**config.mk**
```make
export PLATFORM = sky130hd
export DESIGN_NAME = integer_text_parser
export DESIGN_NICKNAME = d
export VERILOG_FILES = /design/src/itp_pkg.sv /design/src/itp_front.sv /design/src/itp_queue.sv /design/src/itp_back.sv /design/src/integer_text_parser.sv
export SDC_FILE = /design/constraint.sdc
export NUM_CORES = 2
export LEC_CHECK = 0
export BUFFER_PORTS_ARGS = -buffer_cell sky130_fd_sc_hd__buf_2
export CORE_MARGIN = 8
export CORE_UTILIZATION = 40
export DETAILED_ROUTE_END_ITERATION = 12
export PLACE_DENSITY = 0.57
export SLEW_MARGIN = 20
export SYNTH_ARGS = -nofsm -noshare
export SYNTH_HDL_FRONTEND = slang
export SYNTH_SLANG_ARGS = --single-unit
```
**constraint.sdc**
```tcl
create_clock -name clock -period 16.3 [get_ports clock]
set_clock_uncertainty 0.1 [all_clocks]
set_input_delay 3.26 -clock clock [delete_from_list [all_inputs] [get_ports clock]]
set_output_delay 3.26 -clock clock [all_outputs]
set_load 0.05 [all_outputs]
```
**src/itp_pkg.sv**
```systemverilog
// ----------------------------------------------------------------------------
// itp_pkg
// Shared types, constants and helpers of the integer text parser.
// ----------------------------------------------------------------------------
package itp_pkg;

   localparam int WORD_BITS   = 64;
   localparam int OFFSET_BITS = 16;
   localparam int RADIX_W     = 6;
   localparam int PROD_W      = WORD_BITS + RADIX_W;

   localparam int QUEUE_DEPTH = 2;
   localparam int QPTR_BITS   = (QUEUE_DEPTH > 1) ? $clog2(QUEUE_DEPTH) : 1;
   localparam int QCNT_BITS   = $clog2(QUEUE_DEPTH + 1);

   localparam logic [WORD_BITS-1:0]   WORD_MASK = '1;
   localparam logic [WORD_BITS-1:0]   SMAX      = {1'b0, {(WORD_BITS-1){1'b1}}};
   localparam logic [WORD_BITS-1:0]   SMIN      = {1'b1, {(WORD_BITS-1){1'b0}}};
   localparam logic [OFFSET_BITS-1:0] OFF_MAX   = '1;

   localparam logic [RADIX_W-1:0] RADIX_AUTO  = 6'd0;
   localparam logic [RADIX_W-1:0] RADIX_OCT   = 6'd8;
   localparam logic [RADIX_W-1:0] RADIX_DEC   = 6'd10;
   localparam logic [RADIX_W-1:0] RADIX_HEX   = 6'd16;
   localparam logic [RADIX_W-1:0] RADIX_MIN   = 6'd2;
   localparam logic [RADIX_W-1:0] RADIX_MAX   = 6'd36;

   localparam logic [7:0] UPPER_BIAS = 8'd55;   // 'A' - 10
   localparam logic [7:0] LOWER_BIAS = 8'd87;   // 'a' - 10

   localparam logic CSR_RADIX  = 1'b0;
   localparam logic CSR_SIGNED = 1'b1;

   typedef enum logic [2:0] {
      PH_SKIP,
      PH_PREFIX,
      PH_ZERO,
      PH_HEXFIRST,
      PH_DIGITS
   } phase_type;

   typedef enum logic [1:0] {
      DS_NONE,
      DS_SEEN,
      DS_OVF
   } digit_status_type;

   typedef struct packed {
      logic       start;
      logic       space;
      logic       plus;
      logic       minus;
      logic       zero;
      logic       hex_x;
      logic       alnum;
      logic [5:0] digit;
   } char_class_type;

   typedef struct packed {
      logic                 full;
      logic                 empty;
      logic [QCNT_BITS-1:0] count;
   } queue_status_type;

   function automatic logic digit_ok(char_class_type c, logic [RADIX_W-1:0] base);
      return c.alnum && (base >= RADIX_MIN) && (base <= RADIX_MAX) && (c.digit < base);
   endfunction

endpackage

```
**src/itp_front.sv**
```systemverilog
// ----------------------------------------------------------------------------
// itp_front
// Accepts character words and classifies them for the parse engine.
// ----------------------------------------------------------------------------
module itp_front import itp_pkg::*; (
   input  logic             req_valid,
   output logic             req_ready,
   input  logic [7:0]       req_ch,
   input  logic             req_start_req,
   input  queue_status_type q_stat,
   output logic             q_push,
   output char_class_type   q_wdata
);

   logic [7:0] raw_digit;

   assign req_ready = !q_stat.full;
   assign q_push    = req_valid && !q_stat.full;

   always_comb begin
      q_wdata       = '0;
      q_wdata.start = req_start_req;
      q_wdata.space = (req_ch == 8'h20) || (req_ch >= 8'h09 && req_ch <= 8'h0D);
      q_wdata.plus  = (req_ch == 8'h2B);
      q_wdata.minus = (req_ch == 8'h2D);
      q_wdata.zero  = (req_ch == 8'h30);
      q_wdata.hex_x = (req_ch == 8'h78) || (req_ch == 8'h58);
      raw_digit     = 8'd0;
      if (req_ch >= 8'h30 && req_ch <= 8'h39) begin
         q_wdata.alnum = 1'b1;
         raw_digit     = req_ch - 8'h30;
      end else if (req_ch >= 8'h41 && req_ch <= 8'h5A) begin
         q_wdata.alnum = 1'b1;
         raw_digit     = req_ch - UPPER_BIAS;
      end else if (req_ch >= 8'h61 && req_ch <= 8'h7A) begin
         q_wdata.alnum = 1'b1;
         raw_digit     = req_ch - LOWER_BIAS;
      end
      q_wdata.digit = raw_digit[5:0];
   end

endmodule

```
**src/itp_queue.sv**
```systemverilog
// ----------------------------------------------------------------------------
// itp_queue
// Short queue of classified characters between front and parse engine.
// ----------------------------------------------------------------------------
module itp_queue import itp_pkg::*; (
   input  logic             clock,
   input  logic             reset,
   input  logic             q_push,
   input  char_class_type   q_wdata,
   input  logic             q_pop,
   output char_class_type   q_rdata,
   output queue_status_type q_stat
);

   char_class_type       entry_ff [QUEUE_DEPTH];
   logic [QPTR_BITS-1:0] wr_ptr_ff, wr_ptr_in;
   logic [QPTR_BITS-1:0] rd_ptr_ff, rd_ptr_in;
   logic [QCNT_BITS-1:0] count_ff, count_in;

   function automatic logic [QPTR_BITS-1:0] ptr_next(logic [QPTR_BITS-1:0] p);
      return (p == QPTR_BITS'(QUEUE_DEPTH - 1)) ? '0 : p + 1'b1;
   endfunction

   always_comb begin
      wr_ptr_in = q_push ? ptr_next(wr_ptr_ff) : wr_ptr_ff;
      rd_ptr_in = q_pop  ? ptr_next(rd_ptr_ff) : rd_ptr_ff;
      count_in  = count_ff;
      if (q_push && !q_pop) begin
         count_in = count_ff + 1'b1;
      end else if (!q_push && q_pop) begin
         count_in = count_ff - 1'b1;
      end
   end

   always_ff @(posedge clock) begin
      if (reset) begin
         wr_ptr_ff <= '0;
         rd_ptr_ff <= '0;
         count_ff  <= '0;
      end else begin
         wr_ptr_ff <= wr_ptr_in;
         rd_ptr_ff <= rd_ptr_in;
         count_ff  <= count_in;
      end
   end

   always_ff @(posedge clock) begin
      if (q_push) begin
         entry_ff[wr_ptr_ff] <= q_wdata;
      end
   end

   assign q_rdata      = entry_ff[rd_ptr_ff];
   assign q_stat.full  = (count_ff == QCNT_BITS'(QUEUE_DEPTH));
   assign q_stat.empty = (count_ff == '0);
   assign q_stat.count = count_ff;

endmodule

```
**src/itp_back.sv**
```systemverilog
// ----------------------------------------------------------------------------
// itp_back
// Parse engine: phase tracking, base selection, digit accumulation with
// saturation, and the result register.
// ----------------------------------------------------------------------------
module itp_back import itp_pkg::*; (
   input  logic             clock,
   input  logic             reset,
   input  char_class_type   q_rdata,
   input  queue_status_type q_stat,
   output logic             q_pop,
   input  logic             csr_we,
   input  logic             csr_index,
   input  logic [5:0]       csr_wdata,
   output logic             rsp_valid,
   input  logic             rsp_ready,
   output logic [63:0]      rsp_value,
   output logic             rsp_range_error,
   output logic [15:0]      rsp_end_offset
);

   logic [RADIX_W-1:0]     radix_ff;
   logic                   signed_ff;

   phase_type              phase_ff, phase_in;
   logic                   neg_ff, neg_in;
   logic [RADIX_W-1:0]     base_ff, base_in;
   logic [WORD_BITS-1:0]   acc_ff, acc_in;
   digit_status_type       ds_ff, ds_in;
   logic [OFFSET_BITS-1:0] off_ff, off_in;
   logic                   fin_ff, fin_in;

   logic                   rsp_valid_ff, rsp_valid_in;
   logic [63:0]            value_ff, value_in;
   logic                   range_ff, range_in;
   logic [15:0]            endoff_ff, endoff_in;

   logic                   done;
   logic                   fire;
   logic [OFFSET_BITS-1:0] end_pos;
   logic [WORD_BITS-1:0]   acc_cur;
   logic [WORD_BITS-1:0]   limit;
   logic [PROD_W-1:0]      prod_sum;
   logic [WORD_BITS-1:0]   res_word;

   assign q_pop = !q_stat.empty && (!rsp_valid_ff || rsp_ready);

   always_ff @(posedge clock) begin
      if (reset) begin
         radix_ff  <= RADIX_DEC;
         signed_ff <= 1'b1;
      end else if (csr_we) begin
         case (csr_index)
            CSR_RADIX:  radix_ff  <= csr_wdata;
            CSR_SIGNED: signed_ff <= csr_wdata[0];
            default: ;
         endcase
      end
   end

   // multiplier operands follow the start clear
   assign acc_cur  = q_rdata.start ? '0 : acc_ff;

   always_comb begin
      phase_in = phase_ff;
      neg_in   = neg_ff;
      base_in  = base_ff;
      acc_in   = acc_ff;
      ds_in    = ds_ff;
      off_in   = off_ff;
      fin_in   = fin_ff;
      done     = 1'b0;
      fire     = 1'b0;
      end_pos  = off_ff;
      limit    = '0;
      prod_sum = '0;
      if (q_pop) begin
         if (q_rdata.start) begin
            phase_in = PH_SKIP;
            neg_in   = 1'b0;
            base_in  = '0;
            acc_in   = '0;
            ds_in    = DS_NONE;
            off_in   = '0;
            fin_in   = 1'b0;
         end
         end_pos = off_in;
         if (!fin_in) begin
            if (phase_in == PH_SKIP) begin
               if (q_rdata.space) begin
                  done = 1'b1;
               end else if (q_rdata.plus || q_rdata.minus) begin
                  neg_in   = q_rdata.minus;
                  phase_in = PH_PREFIX;
                  done     = 1'b1;
               end else begin
                  phase_in = PH_PREFIX;
               end
            end
            if (!done && phase_in == PH_PREFIX) begin
               if (q_rdata.zero && (radix_ff == RADIX_AUTO || radix_ff == RADIX_HEX)) begin
                  acc_in   = '0;
                  ds_in    = DS_SEEN;
                  phase_in = PH_ZERO;
                  done     = 1'b1;
               end else begin
                  base_in  = (radix_ff == RADIX_AUTO) ? RADIX_DEC : radix_ff;
                  phase_in = PH_DIGITS;
               end
            end
            if (!done && phase_in == PH_ZERO) begin
               if (q_rdata.hex_x) begin
                  base_in  = RADIX_HEX;
                  phase_in = PH_HEXFIRST;
                  done     = 1'b1;
               end else begin
                  base_in  = (radix_ff == RADIX_AUTO) ? RADIX_OCT : radix_ff;
                  phase_in = PH_DIGITS;
               end
            end
            if (!done && phase_in == PH_HEXFIRST) begin
               if (!digit_ok(q_rdata, base_in)) begin
                  fire    = 1'b1;
                  end_pos = (off_in == OFF_MAX) ? off_in : off_in - 1'b1;
                  done    = 1'b1;
               end else begin
                  phase_in = PH_DIGITS;
               end
            end
            if (!done) begin
               limit    = signed_ff ? (neg_in ? SMIN : SMAX) : WORD_MASK;
               prod_sum = PROD_W'(acc_cur) * PROD_W'(base_in) + PROD_W'(q_rdata.digit);
               if (!digit_ok(q_rdata, base_in)) begin
                  fire = 1'b1;
               end else if (ds_in != DS_OVF) begin
                  if (prod_sum > PROD_W'(limit)) begin
                     ds_in = DS_OVF;
                  end else begin
                     ds_in  = DS_SEEN;
                     acc_in = prod_sum[WORD_BITS-1:0];
                  end
               end
            end
            if (fire) begin
               fin_in = 1'b1;
            end
            if (off_in != OFF_MAX) begin
               off_in = off_in + 1'b1;
            end
         end
      end
   end

   always_comb begin
      res_word  = '0;
      range_in  = 1'b0;
      endoff_in = '0;
      case (ds_in)
         DS_OVF: begin
            range_in  = 1'b1;
            res_word  = signed_ff ? (neg_in ? SMIN : SMAX) : WORD_MASK;
            endoff_in = 16'(end_pos);
         end
         DS_SEEN: begin
            res_word  = neg_in ? (WORD_BITS'(0) - acc_in) : acc_in;
            endoff_in = 16'(end_pos);
         end
         default: ;
      endcase
      if (signed_ff && res_word[WORD_BITS-1]) begin
         value_in = ~64'(WORD_MASK) | 64'(res_word);
      end else begin
         value_in = 64'(res_word);
      end
      rsp_valid_in = fire || (rsp_valid_ff && !rsp_ready);
   end

   always_ff @(posedge clock) begin
      if (reset) begin
         phase_ff     <= PH_SKIP;
         neg_ff       <= 1'b0;
         base_ff      <= '0;
         acc_ff       <= '0;
         ds_ff        <= DS_NONE;
         off_ff       <= '0;
         fin_ff       <= 1'b1;
         rsp_valid_ff <= 1'b0;
      end else begin
         phase_ff     <= phase_in;
         neg_ff       <= neg_in;
         base_ff      <= base_in;
         acc_ff       <= acc_in;
         ds_ff        <= ds_in;
         off_ff       <= off_in;
         fin_ff       <= fin_in;
         rsp_valid_ff <= rsp_valid_in;
      end
   end

   always_ff @(posedge clock) begin
      if (fire) begin
         value_ff  <= value_in;
         range_ff  <= range_in;
         endoff_ff <= endoff_in;
      end
   end

   assign rsp_valid       = rsp_valid_ff;
   assign rsp_value       = value_ff;
   assign rsp_range_error = range_ff;
   assign rsp_end_offset  = endoff_ff;

endmodule

```
**src/integer_text_parser.sv**
```systemverilog
// ----------------------------------------------------------------------------
// integer_text_parser
// Streaming integer parser: one character word in, at most one result per string.
//
// req_* carries one character per word; req_start_req marks the first
// character of a new string. Leading whitespace, an optional sign and an
// optional 0x prefix are taken; parsing ends at the first non-digit and
// yields one rsp_* word (value, range_error, end_offset). Characters that
// arrive after a string has ended and before the next start are dropped.
// csr_* writes radix (index 0) and signed_mode (index 1), idle only.
// Throughput: one character per cycle while no result waits on rsp_ready.
// The front classifies and writes a two-word queue; the engine retires one
// queued character per cycle with a single multiply-add (accumulator times
// base) and a limit compare. The result is registered once the terminating
// character leaves the queue. While a result waits with rsp_ready low, it
// holds, the engine stalls, and req_ready drops once the queue fills.
// Reset: radix 10, signed mode, queue empty, parser idle until a start.
// ----------------------------------------------------------------------------
module integer_text_parser import itp_pkg::*; (
   input  logic        clock,
   input  logic        reset,
   input  logic        req_valid,
   output logic        req_ready,
   input  logic [7:0]  req_ch,
   input  logic        req_start_req,
   output logic        rsp_valid,
   input  logic        rsp_ready,
   output logic [63:0] rsp_value,
   output logic        rsp_range_error,
   output logic [15:0] rsp_end_offset,
   input  logic        csr_we,
   input  logic        csr_index,
   input  logic [5:0]  csr_wdata
);

   queue_status_type q_stat;
   char_class_type   q_wdata;
   char_class_type   q_rdata;
   logic             q_push;
   logic             q_pop;

   itp_front u_front (
      .req_valid     (req_valid),
      .req_ready     (req_ready),
      .req_ch        (req_ch),
      .req_start_req (req_start_req),
      .q_stat        (q_stat),
      .q_push        (q_push),
      .q_wdata       (q_wdata)
   );

   itp_queue u_queue (
      .clock   (clock),
      .reset   (reset),
      .q_push  (q_push),
      .q_wdata (q_wdata),
      .q_pop   (q_pop),
      .q_rdata (q_rdata),
      .q_stat  (q_stat)
   );

   itp_back u_back (
      .clock           (clock),
      .reset           (reset),
      .q_rdata         (q_rdata),
      .q_stat          (q_stat),
      .q_pop           (q_pop),
      .csr_we          (csr_we),
      .csr_index       (csr_index),
      .csr_wdata       (csr_wdata),
      .rsp_valid       (rsp_valid),
      .rsp_ready       (rsp_ready),
      .rsp_value       (rsp_value),
      .rsp_range_error (rsp_range_error),
      .rsp_end_offset  (rsp_end_offset)
   );

   a_queue_bound: assert property (@(posedge clock) disable iff (reset)
      q_stat.count <= QCNT_BITS'(QUEUE_DEPTH))
      else $error("queue count above depth");

   a_queue_push_ok: assert property (@(posedge clock) disable iff (reset)
      q_push |-> !q_stat.full)
      else $error("push into full queue");

   a_sat_value: assert property (@(posedge clock) disable iff (reset)
      rsp_valid && rsp_range_error |->
         (rsp_value == 64'(WORD_MASK)) || (rsp_value == (~64'(WORD_MASK) | 64'(SMIN)))
         || (rsp_value == 64'(SMAX)))
      else $error("range error without saturated value");

   a_reset_idle: assert property (@(posedge clock)
      $past(reset) && !reset |-> !rsp_valid && q_stat.empty)
      else $error("result or queue busy after reset");

endmodule

```
# Yosys cells after proc, flatten, opt, wreduce, memory -nomap -nowiden
# Memory sizes are Yosys's and may differ from the RTL's. A register that Yosys moved wholly into a read port is not among the register bits.
# Cells that the tools add are included.
# totals
ramBits,26
reg_bits,186
mem_count,1
in_bits,21
# classes
reduce_logical,38
addsub,11
n_mux,114
mul,1
magnitude_cmp,12
bitwise_logic,1
n_eq_ne,16
# mem_list
name,depth,word_bits,rd,rd_clocked_by_memory_dff,wr,line_no,rtl
u_queue.entry_ff,2,13,1,1,1,itp_queue.sv:15,char_class_type entry_ff [QUEUE_DEPTH];
# op_table
operator,count
2-to-1 mux 64 bit,14
2-to-1 mux 16 bit,9
case mux 64 bit (2 select lines),1
2-to-1 mux 6 bit,13
adder 70 x 6 -> 70 bit,1
> comparator 70 x 64 -> 1 bit,1
multiplier 64 x 6 -> 70 bit,1
subtractor 1 x 64 -> 64 bit (first input constant),1
2-to-1 mux 3 bit,17
2-to-1 mux 1 bit,47
equality test 8 x 6 -> 1 bit (second input constant),4
2-to-1 mux 2 bit,13
adder 16 x 1 -> 16 bit (second input constant),1
equality test 16 bit (second input constant),1
equality test 8 x 7 -> 1 bit (second input constant),2
greater-or-equal comparator 8 x 7 -> 1 bit (second input constant),2
<= comparator 8 x 7 -> 1 bit (second input constant),2
logical AND 1 bit,16
!= test 16 bit (second input constant),1
subtractor 16 x 1 -> 16 bit (second input constant),1
subtractor 6 bit (second input constant),2
zero test 1 bit,9
greater-or-equal comparator 8 x 4 -> 1 bit (second input constant),1
greater-or-equal comparator 8 x 6 -> 1 bit (second input constant),1
other kinds (23),32

# Longest topological paths before layout
# depth
ltp_word,32
mapped_depth,51
ltp_nobuf,47

# Modules after synthesis
# A second synthesis with hierarchy kept.
# hier_totals
hier_cells,3287
hier_area_um2,27333.7
# modules_own_cells
mod,seq_area_each_um2,area_per_inst_um2,n_inst,cells_per_inst
itp_back,4454.3,25538.2,1,3145
itp_queue,880.8,1139.8,1,62
itp_front,0.0,655.6,1,80

# Worst setup path after synthesis
# No wires, ideal clock.
# synth_path
path_kind,reg2reg
startpoint,register u_back.radix_ff[0]
endpoint,"register u_back.value_ff[56], in the netlist u_back.rsp_value[56], data pin"
t_arrival_ns,11.728
setup_slack_ns,4.205
path_stages_with_launch,48
path_buffers,6
required_ns,15.933
setup_time_ns,0.267
period_less_slack_ns,12.095
path_cell_list,dfxtp_1 or4_1 or3_4 a32o_1 buf_6 a32o_1 inv_2 buf_2 buf_1 nor2_1 fa_1 fa_1 fa_1 ha_1 ha_1 clkbuf_1 and4_1 nand2_1 [... 12 more ...] a21oi_1 or4_1 nor4_2 nand3_2 clkbuf_1 buf_2 and3_1 a21oi_1 ha_1 nand3_1 or3_1 nor4b_1 nand4_1 mux2_2 nor3b_2 a31oi_1 xnor2_1 o21ai_1
# synth_between
elab_chain_len,26
elab_cells_between_ends,70
# synth_rtl
item,line_no,rtl
"start, declared",itp_back.sv:22,logic [RADIX_W-1:0] radix_ff;
"start signal, assigned",itp_back.sv:54,CSR_RADIX: radix_ff <= csr_wdata;
branches (longest 25 deep; another with equality test 6 x 5 -> 1 bit),--,
case mux 64 bit (2 select lines) (*),itp_back.sv:158,case (ds_in)
named net u_back.res_word[56],itp_back.sv:44,logic [WORD_BITS-1:0] res_word;
"end signal, assigned",itp_back.sv:202,value_ff <= value_in;
"end, declared",itp_back.sv:34,"logic [63:0] value_ff, value_in;"
# Mark *: on every way through the listed nets, which the timed path passes. The select of a mux whose other input is x is not followed.
# A chain may end at the register's enable or synchronous reset.

==> flow_summary.ini <==
[status]
outcome = complete, no violations

[grt]
grt_overflow = 0
grt_start_max_net_pins = 80
grt_pass1_vias = 24300
grt_util_all_layers_pct = 23.1
grt_antenna_before_repair = 0
grt_pass1_wl_mm = 144

[logic_synthesis]
synth_top_area_share_pct = 18.4
ys_types = 100
synth_edf_count = 107
ys.flop_type = edfxtp_1
synth.area.top_cells = fa_1, edfxtp_1, ha_1, dfxtp_1, nor2_1
synth_area_per_cell_um2 = 8.10
yosys-top-cells-count = nor2_1, nand2_1, fa_1
synth-seq-cells = 213
yosysTopAreaCell = fa_1
syn_area_um2 = 27400
synthArstFlopShare_pct = 0
synth_nets = 3883
synth_most_common_cell = nor2_1
yosysWarnings = 0
ys_seq_area_share_pct = 19.5
syn-instance-count = 3379

[cells_and_area]
final_nets = 3840
fin_cells = 4234
antenna_cells = 0
multi_input_area_um2 = 20400
finalInstanceArea_um2 = 29300
fillers = 6926
syn2layout_area_growth_pct = 7.17
register_area_um2 = 5340
drive_gt1_share_pct = 7.31

[placement]
place_hpwl_mm = 71.6
io_buffer_count = 103
routabilityCongestion = 0.959
dpl-instance-area_um2 = 28500
placed_cells = 4194

[power_and_ir_drop]
p_leak_nw = 13.3
pwr-share-seq_pct = 28.2
irDropWorstVdd_v = 0.0000967
power.internal_mw = 1.24
power_density_nw_per_um2 = 81.8
p_clk_share_pct = 24.1
p_switching_mw = 1.16
combPwrFrac_pct = 47.7
sw_frac_of_total_pct = 48.3

[clock_network]
htree_levels = 1
holdBufCountCts = 0
cts_buffer_depth = 3
clock-root-buffer = clkbuf_16
post_cts_buffers = 0
cts_buffers = 22
path_clk_slew_ps = 70
worst_skew_pair.late_latency_ps = 540
cts_tree = done
ctsResizeCount = 0
cts.sinks = 213

[detailed_routing]
post_drt_wl_per_cell_um = 21.7
drt-total-wl_mm = 91.7
num_vias = 25000
first_pass_iters = 6
drt_iter0_drc = 2347
vias_per_cell = 5.90
drtAntennaViolNets = 0
drc_errors = 0

[setup_path]
cp_slowest_stage_delay_ps = 880
crit_fanout = 32
worstSetupEndpointType = flop
crit_top_cell = ha_1
reg2reg_depth = 45
crit_type = flop to flop
arrival_ps = 15320
startpoint_type = flop
cp.required_ps = 16440
critPathSlowestCell = dfxtp_1

[worst_hold_path]
holdPathStages = 2
hp-start = u_back.base_ff[4]$_SDFFE_PP0P_
hold_path.class = flop to flop

[floorplanning]
dieArea_um2 = 77100
coreArea_um2 = 68200
rows = 96
initial_core_util_pct = 40.1
die_w_um = 278
ios = 104
dieHeight_um = 278

[timing]
worst_slew_pin_slew_ps = 1070
slew_viol_final = 0
period_needed_ps = 15180
post-route-period-util_pct = 93.1
slew-limit-headroom_pct = 28.4
hold_viol = 0
rsz0062_at_grt = no
setup_viol = 0
setup-tns-final_ps = 0
max_freq_mhz = 65.9

[run]
drv_cap = 0
## layout make-up
cell class | count | area share (%)
clock inverters | 16 | 0.763
well taps | 882 | 3.76
repair buffers | 143 | 2.79
inverters | 219 | 2.80
multi-input cells | 2737 | 69.7
clock buffers | 24 | 2.01
flip-flops and latches | 213 | 18.2
## routing by layer
| layer | global-route usage [%] | routed length (µm) | part of all wire [%] | vias up |
|---|---|---|---|---|
| li1 | - | - | - | 11700 |
| met1 | 32.4 | 41400 | 45 | 12200 |
| met2 | 36.7 | 40900 | 45 | 960 |
| met3 | 3.08 | 6390 | 7.0 | 157 |
| met4 | 7.07 | 3000 | 3.3 | 0 |
| met5 | 0 | 0 | 0 | - |
## through the flow
stage | setup slack [ps] | total power [mW] | hold slack [ps] | util [%]
floorplan | 4210 | 1.43 | 332 | -
detailed placement | 1420 | 1.82 | 351 | 41.8
CTS | 1350 | 2.40 | 361 | 43.0
finish | 1120 | 2.40 | 358 | 43.0
global route | 193 | 2.52 | 381 | 43.0
global placement | 1770 | 1.81 | 343 | 41.8
## worst paths after layout
path	endpoint	slack (ps)
min	u_back.base_ff[4]$_SDFFE_PP0P_	360
min reg2reg	u_back.base_ff[4]$_SDFFE_PP0P_	360
max reg2reg	u_back.rsp_value[56]$_DFFE_PP_	1120
max	u_back.rsp_value[56]$_DFFE_PP_	1120
## flip-flops by register name, indices dropped and copies added (netlist names), named ones only
signal	count
u_back.signed_ff	1
u_back.fin_ff	1
u_back.rsp_range_error	1
u_back.neg_ff	1
u_back.acc_ff	64
u_back.radix_ff	6
u_queue.count_ff	2
u_queue.wr_ptr_ff	1
u_queue.entry_ff	26
u_back.rsp_end_offset	16
u_back.base_ff	6
u_back.rsp_valid	1
u_back.ds_ff	2
u_queue.rd_ptr_ff	1
u_back.rsp_value	64
u_back.off_ff	16
u_back.phase_ff	3
## logic make-up (layout without fill, tap and decap cells)
family | Yosys count | in the layout | share of synthesized area (%)
flip-flops | 213 | 213 | 19.5
AND/OR/NAND/NOR | 1339 | 1339 | 22.9
buffers and inverters | 429 | 402 | 6.05
AO/OA/AOI/OAI | 748 | 748 | 16.8
adder cells (fa/ha/maj) | 483 | 483 | 29.0
XOR/XNOR | 113 | 113 | 3.62
multiplexers | 54 | 54 | 2.18
## power groups by stage
stage	clock [mW]	sequential (mW)	combinational (mW)
floorplan	0	0.776	0.657
global route	0.607	0.681	1.23
detailed placement	0	0.686	1.13
global placement	0	0.687	1.13
finish	0.579	0.676	1.14
CTS	0.589	0.675	1.13
## cell usage in the layout (no fill, tap or decap), types with 16 or more instances in the layout
cell type / n
nor2_1: 484
a21oi_1: 241
o21a_1: 21
clkbuf_16: 23
a211oi_1: 28
and2_1: 53
or3_1: 28
o21ai_0: 169
o21ai_1: 50
buf_2: 102
fa_1: 252
nor3_1: 56
buf_4: 41
mux2_2: 16
nor4_1: 28
nand4_1: 47
edfxtp_1: 107
xnor2_1: 65
dfxtp_1: 106
nand2b_1: 20
o211ai_1: 22
ha_1: 231
nand3_1: 104
a31oi_1: 27
nand2_1: 354
nor2b_1: 20
mux2i_1: 31
xor2_1: 48
inv_1: 214
and3_1: 66
a21o_1: 42
## critical path, delay by kind of cell, from the launching register on
family                     cells  cell delay, ps
DFF                            1             880
adders and majority gates      7            2930
and+or+nand+nor               15            4550
xor gates and xnor gates       2             680
AOI/OAI and AO/OA             12            3020
muxes                          2            1030
buffers and inverters          7            1640
Power figures use the tool's default switching activity.
